$ cat src/sv/vector_distance_linf_l1_l2_assert.svh
// Assertion macros for the vector distance block.
// Expect signals named clk and rst_n in the scope of each use.
`ifndef VECTOR_DISTANCE_LINF_L1_L2_ASSERT_SVH
`define VECTOR_DISTANCE_LINF_L1_L2_ASSERT_SVH
`ifndef SYNTHESIS
`define VD_ASSERT(lbl, prop, msg) \
  lbl: assert property (@(posedge clk) disable iff (!rst_n) prop) else $error(msg);
`define VD_NEVER(lbl, cond, msg) \
  lbl: assert property (@(posedge clk) disable iff (!rst_n) !(cond)) else $error(msg);
`else
`define VD_ASSERT(lbl, prop, msg)
`define VD_NEVER(lbl, cond, msg)
`endif
`endif

$ cat src/sv/vdist_pkg.sv
// Shared types and constants for the vector distance block.
// No dependencies.
`default_nettype none
package vdist_pkg;

  localparam int ACC_W       = 43;
  localparam int DIST_W      = 42;
  localparam int CNT_OUT_W   = 11;
  localparam int ROOT_W      = (ACC_W + 1) / 2;
  localparam int RAD_W       = 2 * ROOT_W;
  localparam int OUT_W       = ((DIST_W + CNT_OUT_W + 7) / 8) * 8;
  localparam int MAX_LEN_DEF = 1024;
  localparam int ELEM_W_DEF  = 16;
  localparam int QDEPTH_DEF  = 4;

  localparam logic [ACC_W-1:0]  ACC_MAX  = {ACC_W{1'b1}};
  localparam logic [DIST_W-1:0] DIST_MAX = {DIST_W{1'b1}};

  typedef enum logic [1:0] {
    MODE_LINF = 2'd0,
    MODE_L1   = 2'd1,
    MODE_L2   = 2'd2,
    MODE_L2SQ = 2'd3
  } mode_t;

  // finished accumulation handed from front to back
  typedef struct packed {
    logic [ACC_W-1:0]     acc;
    logic [CNT_OUT_W-1:0] cnt;
    logic                 ovf;
    mode_t                mode;
  } res_t;

  typedef struct packed {
    logic full;
    logic empty;
  } q_stat_t;

endpackage
`default_nettype wire

$ cat src/sv/vector_distance_linf_l1_l2.sv
// Top level of the streaming vector distance block.
// Depends on vdist_pkg, vdist_front, vdist_fifo, vdist_back and the assert header.
//
// Usage:
//   in_*  : one word per component pair; tdata = elem_a (low), elem_b; tlast
//           marks the final pair of the vectors. One pair per cycle unless stalled (see below).
//   out_* : one word per vector; tdata = distance (low 42 bits), elem_count;
//           tuser = saturated.
//   cfg_* : metric_mode, written while idle; 0 L-inf, 1 L1, 2 L2, 3 squared L2.
// From the last pair to out_tvalid a result passes the stage 1 register, the
// queue and, in L2 mode, the root unit, which resolves one digit per cycle.
// A new vector may stream while earlier results wait: finished sums sit in a
// 4-deep queue between the accumulator and the root unit, and the back end
// takes the next result only once the result word is accepted. While
// out_tready is low the result word holds; pairs keep flowing until the queue
// is full and a last pair waits, then in_tready drops. Synchronous reset clears
// the accumulator, count, queue and out_tvalid, and sets the mode to L2.
`default_nettype none
`include "vector_distance_linf_l1_l2_assert.svh"
module vector_distance_linf_l1_l2 #(
  parameter int MAX_LEN     = vdist_pkg::MAX_LEN_DEF,
  parameter int ELEM_WIDTH  = vdist_pkg::ELEM_W_DEF,
  parameter int QUEUE_DEPTH = vdist_pkg::QDEPTH_DEF,
  localparam int IN_W       = ((2 * ELEM_WIDTH + 7) / 8) * 8
) (
  input  wire                          clk,
  input  wire                          rst_n,
  input  wire                          cfg_wr_en,
  input  wire [1:0]                    cfg_wr_data,
  input  wire                          in_tvalid,
  output logic                         in_tready,
  input  wire [IN_W-1:0]               in_tdata,   // elem_a, elem_b, zero pad
  input  wire                          in_tlast,
  output logic                         out_tvalid,
  input  wire                          out_tready,
  output logic [vdist_pkg::OUT_W-1:0]  out_tdata,  // distance, elem_count, zero pad
  output logic                         out_tuser   // saturated
);

  localparam int PAD_W = vdist_pkg::OUT_W - vdist_pkg::DIST_W - vdist_pkg::CNT_OUT_W;

  logic                            q_push, q_pop;
  vdist_pkg::res_t                 q_wr, q_rd;
  vdist_pkg::q_stat_t              q_stat;
  logic [vdist_pkg::DIST_W-1:0]    out_dist;
  logic [vdist_pkg::CNT_OUT_W-1:0] cnt;

  vdist_front #(
    .MAX_LEN    (MAX_LEN),
    .ELEM_WIDTH (ELEM_WIDTH)
  ) u_front (
    .clk         (clk),
    .rst_n       (rst_n),
    .cfg_wr_en   (cfg_wr_en),
    .cfg_wr_data (cfg_wr_data),
    .in_valid    (in_tvalid),
    .in_ready    (in_tready),
    .in_a        (in_tdata[ELEM_WIDTH-1:0]),
    .in_b        (in_tdata[2*ELEM_WIDTH-1:ELEM_WIDTH]),
    .in_last     (in_tlast),
    .q_push      (q_push),
    .q_data      (q_wr),
    .q_stat      (q_stat)
  );

  vdist_fifo #(
    .DEPTH (QUEUE_DEPTH)
  ) u_fifo (
    .clk     (clk),
    .rst_n   (rst_n),
    .push    (q_push),
    .wr_data (q_wr),
    .pop     (q_pop),
    .rd_data (q_rd),
    .stat    (q_stat)
  );

  vdist_back u_back (
    .clk          (clk),
    .rst_n        (rst_n),
    .q_stat       (q_stat),
    .q_data       (q_rd),
    .q_pop        (q_pop),
    .out_valid    (out_tvalid),
    .out_ready    (out_tready),
    .out_distance (out_dist),
    .out_count    (cnt),
    .out_sat      (out_tuser)
  );

  assign out_tdata = {{PAD_W{1'b0}}, cnt, out_dist};

  `VD_NEVER(a_push_full, q_push && q_stat.full, "result pushed into full queue")
  `VD_NEVER(a_pop_empty, q_pop && q_stat.empty, "result popped from empty queue")
  `VD_ASSERT(a_stall_cause, !in_tready |-> q_stat.full, "input stalled without full queue")

endmodule
`default_nettype wire

$ cat src/sv/vdist_front.sv
// Front end: takes component pairs, forms |a-b| and its square, folds the
// running accumulator. Depends on vdist_pkg.
`default_nettype none
module vdist_front #(
  parameter int MAX_LEN    = vdist_pkg::MAX_LEN_DEF,
  parameter int ELEM_WIDTH = vdist_pkg::ELEM_W_DEF
) (
  input  wire                          clk,
  input  wire                          rst_n,
  input  wire                          cfg_wr_en,
  input  wire [1:0]                    cfg_wr_data,
  input  wire                          in_valid,
  output logic                         in_ready,
  input  wire [ELEM_WIDTH-1:0]         in_a,
  input  wire [ELEM_WIDTH-1:0]         in_b,
  input  wire                          in_last,
  output logic                         q_push,
  output vdist_pkg::res_t              q_data,
  input  wire vdist_pkg::q_stat_t      q_stat
);

  localparam int AD_W  = ELEM_WIDTH + 1;
  localparam int SQ_W  = 2 * AD_W;
  localparam int SQX_W = (SQ_W > vdist_pkg::ACC_W) ? SQ_W : vdist_pkg::ACC_W;
  localparam int CW    = $clog2(MAX_LEN + 1);
  localparam int AW    = vdist_pkg::ACC_W;

  vdist_pkg::mode_t mode_r;

  // stage 1 registers
  logic             st1_v_r;
  logic             st1_last_r;
  vdist_pkg::mode_t st1_mode_r;
  logic [AD_W-1:0]  st1_ad_r;
  logic [SQ_W-1:0]  st1_sq_r;

  // accumulation state
  logic [AW-1:0]    acc_r, acc_nxt;
  logic [CW-1:0]    cnt_r, cnt_nxt;
  logic             ovf_r, ovf_nxt;

  logic [AD_W-1:0]  d_u, ad;
  logic [SQ_W-1:0]  sq;
  logic             st1_adv;
  logic             in_acc;
  logic [SQX_W-1:0] sq_ext;
  logic [AW-1:0]    sq_sat, ad_ext;

  function automatic logic [AW-1:0] sat_add(input logic [AW-1:0] x, input logic [AW-1:0] y);
    logic [AW:0] s;
    s = {1'b0, x} + {1'b0, y};
    return (s >= {1'b0, vdist_pkg::ACC_MAX}) ? vdist_pkg::ACC_MAX : s[AW-1:0];
  endfunction

  assign d_u = {in_a[ELEM_WIDTH-1], in_a} - {in_b[ELEM_WIDTH-1], in_b};
  assign ad  = d_u[AD_W-1] ? (~d_u + 1'b1) : d_u;
  assign sq  = ad * ad;

  assign st1_adv  = st1_v_r && !(st1_last_r && q_stat.full);
  assign in_ready = !st1_v_r || st1_adv;
  assign in_acc   = in_valid && in_ready;

  assign sq_ext = SQX_W'(st1_sq_r);
  assign sq_sat = (sq_ext >= SQX_W'(vdist_pkg::ACC_MAX)) ? vdist_pkg::ACC_MAX
                                                         : AW'(sq_ext);
  assign ad_ext = AW'(st1_ad_r);

  always_comb begin
    acc_nxt = acc_r;
    cnt_nxt = cnt_r;
    ovf_nxt = ovf_r;
    if (cnt_r >= CW'(MAX_LEN)) begin
      // vector too long: pin accumulator at full scale
      ovf_nxt = 1'b1;
      acc_nxt = vdist_pkg::ACC_MAX;
      cnt_nxt = CW'(MAX_LEN);
    end else begin
      cnt_nxt = cnt_r + 1'b1;
      if (!ovf_r) begin
        case (st1_mode_r)
          vdist_pkg::MODE_LINF: if (ad_ext > acc_r) acc_nxt = ad_ext;
          vdist_pkg::MODE_L1:   acc_nxt = sat_add(acc_r, ad_ext);
          default:              acc_nxt = sat_add(acc_r, sq_sat);
        endcase
      end
    end
  end

  assign q_push      = st1_adv && st1_last_r;
  assign q_data.acc  = acc_nxt;
  assign q_data.cnt  = vdist_pkg::CNT_OUT_W'(cnt_nxt);
  assign q_data.ovf  = ovf_nxt;
  assign q_data.mode = st1_mode_r;

  always_ff @(posedge clk) begin
    if (!rst_n) begin
      mode_r  <= vdist_pkg::MODE_L2;
      st1_v_r <= 1'b0;
      acc_r   <= '0;
      cnt_r   <= '0;
      ovf_r   <= 1'b0;
    end else begin
      if (cfg_wr_en) mode_r <= vdist_pkg::mode_t'(cfg_wr_data);
      if (in_acc) st1_v_r <= 1'b1;
      else if (st1_adv) st1_v_r <= 1'b0;
      if (st1_adv) begin
        if (st1_last_r) begin
          acc_r <= '0;
          cnt_r <= '0;
          ovf_r <= 1'b0;
        end else begin
          acc_r <= acc_nxt;
          cnt_r <= cnt_nxt;
          ovf_r <= ovf_nxt;
        end
      end
    end
  end

  always_ff @(posedge clk) begin
    if (in_acc) begin
      st1_last_r <= in_last;
      st1_mode_r <= mode_r;
      st1_ad_r   <= ad;
      st1_sq_r   <= sq;
    end
  end

endmodule
`default_nettype wire

$ cat src/sv/vdist_fifo.sv
// Small result queue between front and back ends.
// Depends on vdist_pkg.
`default_nettype none
module vdist_fifo #(
  parameter int DEPTH = vdist_pkg::QDEPTH_DEF
) (
  input  wire                 clk,
  input  wire                 rst_n,
  input  wire                 push,
  input  wire vdist_pkg::res_t wr_data,
  input  wire                 pop,
  output vdist_pkg::res_t     rd_data,
  output vdist_pkg::q_stat_t  stat
);

  localparam int PW = (DEPTH > 1) ? $clog2(DEPTH) : 1;
  localparam int CW = $clog2(DEPTH + 1);

  vdist_pkg::res_t mem [DEPTH];
  logic [PW-1:0]   wr_ptr_r, rd_ptr_r;
  logic [CW-1:0]   cnt_r;

  function automatic logic [PW-1:0] bump(input logic [PW-1:0] p);
    return (p == PW'(DEPTH - 1)) ? '0 : p + 1'b1;
  endfunction

  assign stat.full  = (cnt_r == CW'(DEPTH));
  assign stat.empty = (cnt_r == '0);
  assign rd_data    = mem[rd_ptr_r];

  always_ff @(posedge clk) begin
    if (push) mem[wr_ptr_r] <= wr_data;
  end

  always_ff @(posedge clk) begin
    if (!rst_n) begin
      wr_ptr_r <= '0;
      rd_ptr_r <= '0;
      cnt_r    <= '0;
    end else begin
      if (push) wr_ptr_r <= bump(wr_ptr_r);
      if (pop)  rd_ptr_r <= bump(rd_ptr_r);
      if (push && !pop) cnt_r <= cnt_r + 1'b1;
      else if (pop && !push) cnt_r <= cnt_r - 1'b1;
    end
  end

endmodule
`default_nettype wire

$ cat src/sv/vdist_back.sv
// Back end: drains the queue, takes the square root for L2 one digit per
// cycle, clamps and holds the result word. Depends on vdist_pkg.
`default_nettype none
module vdist_back (
  input  wire                                 clk,
  input  wire                                 rst_n,
  input  wire vdist_pkg::q_stat_t             q_stat,
  input  wire vdist_pkg::res_t                q_data,
  output logic                                q_pop,
  output logic                                out_valid,
  input  wire                                 out_ready,
  output logic [vdist_pkg::DIST_W-1:0]        out_distance,
  output logic [vdist_pkg::CNT_OUT_W-1:0]     out_count,
  output logic                                out_sat
);

  localparam int RW    = vdist_pkg::ROOT_W;
  localparam int REM_W = RW + 2;
  localparam int SH_W  = REM_W + 2;
  localparam int STW   = $clog2(RW);

  typedef enum logic [1:0] {S_IDLE, S_ROOT, S_OUT} st_t;

  st_t                            st_r;
  logic [vdist_pkg::DIST_W-1:0]   dist_r;
  logic [vdist_pkg::CNT_OUT_W-1:0] cnt_r;
  logic                           sat_r;
  logic [vdist_pkg::RAD_W-1:0]    rad_r;
  logic [REM_W-1:0]               rem_r;
  logic [RW-1:0]                  root_r;
  logic [STW-1:0]                 step_r;

  logic [SH_W-1:0] rem_sh, trial;
  logic            ge;
  logic [RW-1:0]   root_nxt;

  // restoring root digit: bring down two radicand bits, try root*4+1
  assign rem_sh   = {rem_r, rad_r[vdist_pkg::RAD_W-1 -: 2]};
  assign trial    = SH_W'({root_r, 2'b01});
  assign ge       = (rem_sh >= trial);
  assign root_nxt = {root_r[RW-2:0], ge};

  assign q_pop        = (st_r == S_IDLE) && !q_stat.empty;
  assign out_valid    = (st_r == S_OUT);
  assign out_distance = dist_r;
  assign out_count    = cnt_r;
  assign out_sat      = sat_r;

  always_ff @(posedge clk) begin
    if (!rst_n) begin
      st_r <= S_IDLE;
    end else begin
      unique case (st_r)
        S_IDLE: begin
          if (!q_stat.empty) begin
            cnt_r <= q_data.cnt;
            sat_r <= q_data.ovf;
            if (q_data.ovf) begin
              dist_r <= vdist_pkg::DIST_MAX;
              st_r   <= S_OUT;
            end else if (q_data.mode == vdist_pkg::MODE_L2) begin
              rad_r  <= vdist_pkg::RAD_W'(q_data.acc);
              rem_r  <= '0;
              root_r <= '0;
              step_r <= '0;
              st_r   <= S_ROOT;
            end else begin
              dist_r <= q_data.acc[vdist_pkg::ACC_W-1] ? vdist_pkg::DIST_MAX
                                                       : q_data.acc[vdist_pkg::DIST_W-1:0];
              st_r   <= S_OUT;
            end
          end
        end
        S_ROOT: begin
          rem_r  <= ge ? REM_W'(rem_sh - trial) : REM_W'(rem_sh);
          root_r <= root_nxt;
          rad_r  <= rad_r << 2;
          step_r <= step_r + 1'b1;
          if (step_r == STW'(RW - 1)) begin
            dist_r <= vdist_pkg::DIST_W'(root_nxt);
            st_r   <= S_OUT;
          end
        end
        S_OUT: begin
          if (out_ready) st_r <= S_IDLE;
        end
        default: st_r <= S_IDLE;
      endcase
    end
  end

endmodule
`default_nettype wire
$ cat config.mk
export PLATFORM = sky130hd
export DESIGN_NAME = vector_distance_linf_l1_l2
export DESIGN_NICKNAME = d
export VERILOG_FILES = /design/src/sv/vdist_pkg.sv /design/src/sv/vector_distance_linf_l1_l2.sv /design/src/sv/vdist_front.sv /design/src/sv/vdist_fifo.sv /design/src/sv/vdist_back.sv
export VERILOG_INCLUDE_DIRS = /design/src /design/src/sv
export SDC_FILE = /design/constraint.sdc
export NUM_CORES = 1
export LEC_CHECK = 0
export BUFFER_PORTS_ARGS = -buffer_cell sky130_fd_sc_hd__buf_2
export CORE_MARGIN = 5
export CORE_UTILIZATION = 60
export CTS_CLUSTER_DIAMETER = 50
export CTS_CLUSTER_SIZE = 40
export DETAILED_ROUTE_END_ITERATION = 12
export PLACE_DENSITY = 0.84
export SLEW_MARGIN = 25
export SYNTH_ARGS = -nofsm -noshare
export SYNTH_HDL_FRONTEND = slang
export SYNTH_SLANG_ARGS = --single-unit
export TNS_END_PERCENT = 100
$ cat constraint.sdc
create_clock -name clk -period 21.3 [get_ports clk]
set_input_delay 2.13 -clock clk [delete_from_list [all_inputs] [get_ports clk]]
set_output_delay 2.13 -clock clk [all_outputs]
set_load 0.01 [all_outputs]
==> metrics, run 1 <==
Layout Nets=3928; clock buffer depth=3; routed vias=27193; P&R area growth vs syn=7.695%; # hold bufs at CTS=0; compound-gate portion of the synthesized area=0.1305; crit path DAT=12.05 ns; HP Class=reg2reg; Avg WL per Cell=22.40 um; final hold vios=0; Top FF cell, synth=edfxtp_1; Mean Syn Cell Area=10.25 sq um; Ys Warns=0; DIE HEIGHT=252.2 um; grt ovf=0; CP endpoint kind=flop; Post-synth top cells=429 x edfxtp_1, 404 x inv_1, 399 x nand2_1; final worst-path cycle share=0.5502; max_slew headroom=0.1568; CP Buf/Inv Count=8; DRT Pass-1 Iters=9; clock-pin slew on the worst setup and hold paths=0.08 ns; Synth top area share=0.3661; critical path type=in2reg; H-tree Lvls=2; mux contribution to synthesized area=0.03862; Post-Syn Area=0.03519 sq mm; I/O Buffers=95; reg2reg setup slack=15.52 ns; Largest stage delay, worst path=0.65 ns; initial antenna violation count=0; vias in the first global route=27169; largest family of logic cells by synthesized area=adder cells; layout cells sized above 1=0.08977; slowest CP cell=xnor2_1; flip-flop and latch count after synthesis=498; CTS tree=done; Antenna Nets Post-Route=0; Clock Sinks=498; DRC=0; Max FO, Critical Path=15; XOR/XNOR Fraction of Synth Area=0.03460; fin crit period=11.72 ns; gr usage total=0.2968; Synth area leaders=edfxtp_1 37%, fa_1 11%, ha_1 7.9%, inv_1 4.3%, nand2_1 4.3%; DRT iter0 DRCs=2668; total CTS buffers=37; Horiz. Die Dim=252.2 um; # rows=88; status=finished clean; Core ar.=0.05792 sq mm; count of final setup violators=0; Post-synth EDFFs=429; Worst setup SP type=input pin; vias per cell=6.379; Clock Root Buffer=clkbuf_16; setup TNS=0 ns; gpl congestion=1.045; most common cell in the netlist=edfxtp_1; full die area=0.06359 sq mm; Worst EP required=21.63 ns; register area share after synthesis=0.4054; post-synth top area cell=edfxtp_1; Worst Max-Slew Pin Slew=1.233 ns; clock latency on the worst-skew pair=0.60 ns; Max Cap Viol=0; Clock Skews=0.04769 ns; starting density of the core=0.6076; dpl hpwl=71.38 mm; Ports=99; crit-path leading delay family=adder cells; WL final=95.49 mm; Syn Inst Count=3434; first-pass GRT wire length=150.4 mm; Post-Synth Simple-Gate Area=0.1391; Distinct cells, synth=97; final slew viol count=0; Async S/R FF share, synth=0; Peak Freq=85.33 MHz; postcts setup bufs=0; Resize count post-CTS=0; # diodes=0; RSZ-0062 raised after global routing=no; Filler Cell Count=4308; adder-cell share of the synthesized area=0.1902; largest net degree at the start of global routing=90
==> flip-flops by register name, summed over array words and instances, names as in the netlist, 3 cells and up, named ones only <==
signal,cells
u_fifo.mem,228
u_back.rad_r,44
u_front.acc_r,43
u_back.out_distance,42
u_front.st1_sq_r,33
u_back.rem_r,24
u_back.root_r,22
u_front.st1_ad_r,16
u_back.out_count,11
u_front.cnt_r,11
u_back.step_r,5
u_fifo.cnt_r,3
==> cell families (layout without fill, tap and decap cells) <==
group                    after synthesis  count (layout)
AO/OA/AOI/OAI                        683             683
XOR/XNOR                             139             139
adder cells (fa/ha/maj)              418             418
buffers and inverters                567             618
flip-flops                           498             498
multiplexers                          67              67
other                                  2              15
AND/OR/NAND/NOR                     1060            1060
==> area by class of cell <==
type / instances / area (sq um) / share of cell area
clock buffers: 40 / 968.4 / 0.02556
clock inverters: 27 / 467.9 / 0.01235
inverters: 408 / 1531 / 0.04041
multi-input cells: 2382 / 18870 / 0.4978
flip-flops and latches: 498 / 14270 / 0.3765
well taps: 765 / 957.2 / 0.02526
repair buffers: 143 / 835.8 / 0.02206
==> through the flow <==
step | hold slack (ns) | std cells | utilization | cell area, sq um | worst slack (ns)
2_1_floorplan | 0.4076 | 3447 | - | 35240 | 10.62
3_3_place_gp | 0.4221 | 4196 | 0.6293 | 36450 | 9.206
3_5_place_dp | 0.4241 | 4196 | 0.6293 | 36450 | 8.904
4_1_cts | 0.4443 | 4263 | 0.6541 | 37890 | 9.455
5_1_grt | 0.4474 | 4263 | 0.6543 | 37900 | 8.893
6_report | 0.4426 | 4263 | 0.6543 | 37900 | 9.581
==> cell usage in the layout, fill, tap and decap left out, types with 35 or more instances in the layout <==
master     instances
a21oi_1          199
buf_2             95
buf_4             48
clkbuf_16         38
dfxtp_1           67
edfxtp_1         429
fa_1             195
ha_1             223
inv_1            404
mux4_2            55
nand2_1          398
nand3_1           60
nand4_1           35
nor2_1           278
nor3_1            70
o211ai_1          46
o21ai_0          107
xnor2_1           87
xor2_1            51
==> worst paths after layout <==
kind	startpoint	endpoint	cells past startpoint
worst max-delay path	in_tdata[0]	u_front.st1_sq_r[33]	37
worst min register to register	u_front.mode_r[1]	u_front.st1_mode_r[1]	0
worst min-delay path	u_front.mode_r[1]	u_front.st1_mode_r[1]	0
worst max register to register	u_front.acc_r[22]	u_fifo.mem[1][17]	13
==> layer usage <==
layer / up-vias / wire, um / GRT usage
li1: 12185 / - / -
met1: 13112 / 35910 / 0.3839
met2: 1543 / 46050 / 0.5011
met3: 353 / 8216 / 0.04373
met4: 0 / 5318 / 0.1334
met5: - / 0 / 0
Power of run 1 is not shown: default switching activity piles up to over one toggle a cycle in this logic, so the estimate is an artifact.
==> inputs of run 2 (changes only) <==
--- a/config.mk
+++ b/config.mk
@@ -8,11 +8,11 @@
 export LEC_CHECK = 0
 export BUFFER_PORTS_ARGS = -buffer_cell sky130_fd_sc_hd__buf_2
 export CORE_MARGIN = 5
-export CORE_UTILIZATION = 60
+export CORE_UTILIZATION = 58
 export CTS_CLUSTER_DIAMETER = 50
 export CTS_CLUSTER_SIZE = 40
 export DETAILED_ROUTE_END_ITERATION = 12
-export PLACE_DENSITY = 0.84
+export PLACE_DENSITY = 0.85
 export SLEW_MARGIN = 25
 export SYNTH_ARGS = -nofsm -noshare
 export SYNTH_HDL_FRONTEND = slang
==> constraint.sdc (replaced) <==
create_clock -name clk -period 10.51 [get_ports clk]
set_input_delay 1.051 -clock clk [delete_from_list [all_inputs] [get_ports clk]]
set_output_delay 1.051 -clock clk [all_outputs]
set_load 0.01 [all_outputs]
==> run 2 against run 1 <==
Register-to-register slack worse by 11 ns. Global-route usage shrank 2.1 points. Clock skew rose by 0.0029 ns. Sequential cell count unchanged. Via count is 0.59% lower. Critical path depth unchanged. Worst hold slack better by 0.026 ns. Count of clock-buffer cells in the layout increased by 2. Non-clock buffer count increased by 6. Sequential share of layout area shrank 0.15 points. Wire length decreased by 2.6%. Largest cell class unchanged.
==> metrics, run 2 (same netlist as run 1, synthesis figures left out) <==
final slew viol count=0 (unchanged); Crit Reg-Reg Startpoint=u_front.acc_r[22]; postcts setup bufs=0 (unchanged); Clock Root Buffer=clkbuf_16; Peak Freq=102.3 MHz; Horiz. Die Dim=256.3 um (+1.6%); reg2reg setup slack=4.64 ns (-10.88 ns); WL final=93.03 mm (-2.6%); worst setup margin=0.7357 ns (-8.845 ns); Max Cap Viol=0 (unchanged); dpl hpwl=69.55 mm (-2.6%); DIE HEIGHT=256.3 um (+1.6%); final worst-path cycle share=0.9300; max_slew headroom=0.2686 (+0.1119); Avg WL per Cell=21.67 um (-3.3%); Worst setup SP type=input pin; count of final setup violators=0 (unchanged); total CTS buffers=40 (+8.1%); Worst Max-Slew Pin Slew=1.093 ns (-0.1400 ns); CTS tree=done; RSZ-0062 raised after global routing=no; crit path DAT=10.09 ns (-1.96 ns); HP Class=reg2reg; Clock Sinks=498 (unchanged); Top reg by flops=u_fifo.mem; # rows=90 (+2.3%); layout cells sized above 1=0.09399 (+0.004225); DP Worst Slack=0.1382 ns (-8.766 ns); Worst Hold Depth=0 (unchanged); top flop regs=u_fifo.mem x228, u_back.rad_r x44, u_front.acc_r x43; vias per cell=6.297 (-1.3%); final hold slack=0.4682 ns (+0.02554 ns); Worst Hold End=u_front.st1_mode_r[0]; Layout Nets=3937 (+0.23%); final hold vios=0 (unchanged); most frequent cells in the layout=429 x edfxtp_1, 404 x inv_1, 398 x nand2_1, 279 x nor2_1, 223 x ha_1; full die area=0.06569 sq mm (+3.3%); fin crit period=9.774 ns; # diodes=0 (unchanged); slowest CP cell=or4_1; P&R area growth vs syn=8.136%; H-tree Lvls=2 (unchanged); Largest stage delay, worst path=0.62 ns (-0.03 ns); Max FO, Critical Path=8 (-7); I/O Buffers=95 (unchanged); # hold bufs at CTS=0 (unchanged); critical path type=in2reg; Reg2Reg Depth=12 (-1); routed vias=27033 (-0.59%); starting density of the core=0.5841 (-0.02350); first-pass GRT wire length=146.7 mm (-2.5%); max FFs per register=228 (unchanged); DRC=0 (unchanged); Worst EP required=10.82 ns (-10.81 ns); Filler Cell Count=4474 (+3.9%); clock latency on the worst-skew pair=0.62 ns (+0.02 ns); vias in the first global route=26818 (-1.3%); initial antenna violation count=0 (unchanged); clock-pin slew on the worst setup and hold paths=0.09 ns (about the same); HP Start=u_front.mode_r[0]; clock buffer depth=3 (unchanged); gpl congestion=1.047 (+0.25%); setup TNS=0 ns (unchanged); gr usage total=0.2763 (-0.02052); most used cell, CP=fa_1; CP endpoint kind=flop; DRT Pass-1 Iters=6 (-3); Antenna Nets Post-Route=0 (unchanged); Ports=99 (unchanged); grt ovf=0 (unchanged); most common cell after layout, fill and taps aside=edfxtp_1; DRT iter0 DRCs=3102 (+16%); Resize count post-CTS=0 (unchanged); Clock Skews=0.05058 ns (+0.002889 ns); status=finished clean; largest net degree at the start of global routing=86 (-4.4%); Core ar.=0.06025 sq mm (+4.0%); Crit Reg-Reg Endpoint=u_fifo.mem[2][32]
## run 2: changes by cell type in the layout (fill, tap and decap cells not counted), sizes merged
cell	previous run	this run
bufinv	1	0
clkinv	15	17
inv	419	422
buf	143	149
clkbuf	40	42
clkinvlp	0	1
## run 2: layer usage
layer | part of all wire | GRT usage | vias up
met3 | 0.085 | 0.03670 | 321
met1 | 0.38 | 0.3647 | 13048
met2 | 0.48 | 0.4674 | 1463
li1 | - | - | 12201
met4 | 0.048 | 0.1111 | 0
met5 | 0 | 0 | -
## run 2: critical path: cells and delay by family
family	cells	cell delay (ns)
fa+ha+maj	9	3.85
simple gates	11	3.14
compound gates	9	1.53
buf+inv	6	0.32
xor+xnor	2	0.20
## run 2: final cells by class
cell class | instances | area (sq um) | area share
repair buffers | 149 | 880.8 | 0.02315
flip-flops and latches | 498 | 14270 | 0.3750
inverters | 408 | 1531 | 0.04025
clock inverters | 32 | 498.0 | 0.01309
multi-input cells | 2382 | 18870 | 0.4960
clock buffers | 42 | 1018 | 0.02677
well taps | 782 | 978.4 | 0.02571
## run 2: worst max-delay path by stage
stage                            from              endpoint  slack (ns)  cells after the start
final                     in_tdata[0]  u_front.st1_sq_r[32]        0.74                     37
after floorplan           in_tdata[0]  u_front.st1_sq_r[32]        0.91                     35
after detailed placement  in_tdata[0]  u_front.st1_sq_r[32]        0.14                     36
after global routing      in_tdata[0]  u_front.st1_sq_r[32]        0.08                     37
after global placement    in_tdata[0]  u_front.st1_sq_r[32]        0.49                     37
after CTS                 in_tdata[0]  u_front.st1_sq_r[32]        0.61                     36
## run 2: through the flow
stage | utilization | cells | instance area (sq um)
4_1_cts | 0.6314 | 4293 | 38040
3_5_place_dp | 0.6062 | 4219 | 36520
6_report | 0.6316 | 4293 | 38050
3_3_place_gp | 0.6061 | 4219 | 36520
2_1_floorplan | - | 3447 | 35240
5_1_grt | 0.6316 | 4293 | 38050
Power of run 2 is left out for the same reason.
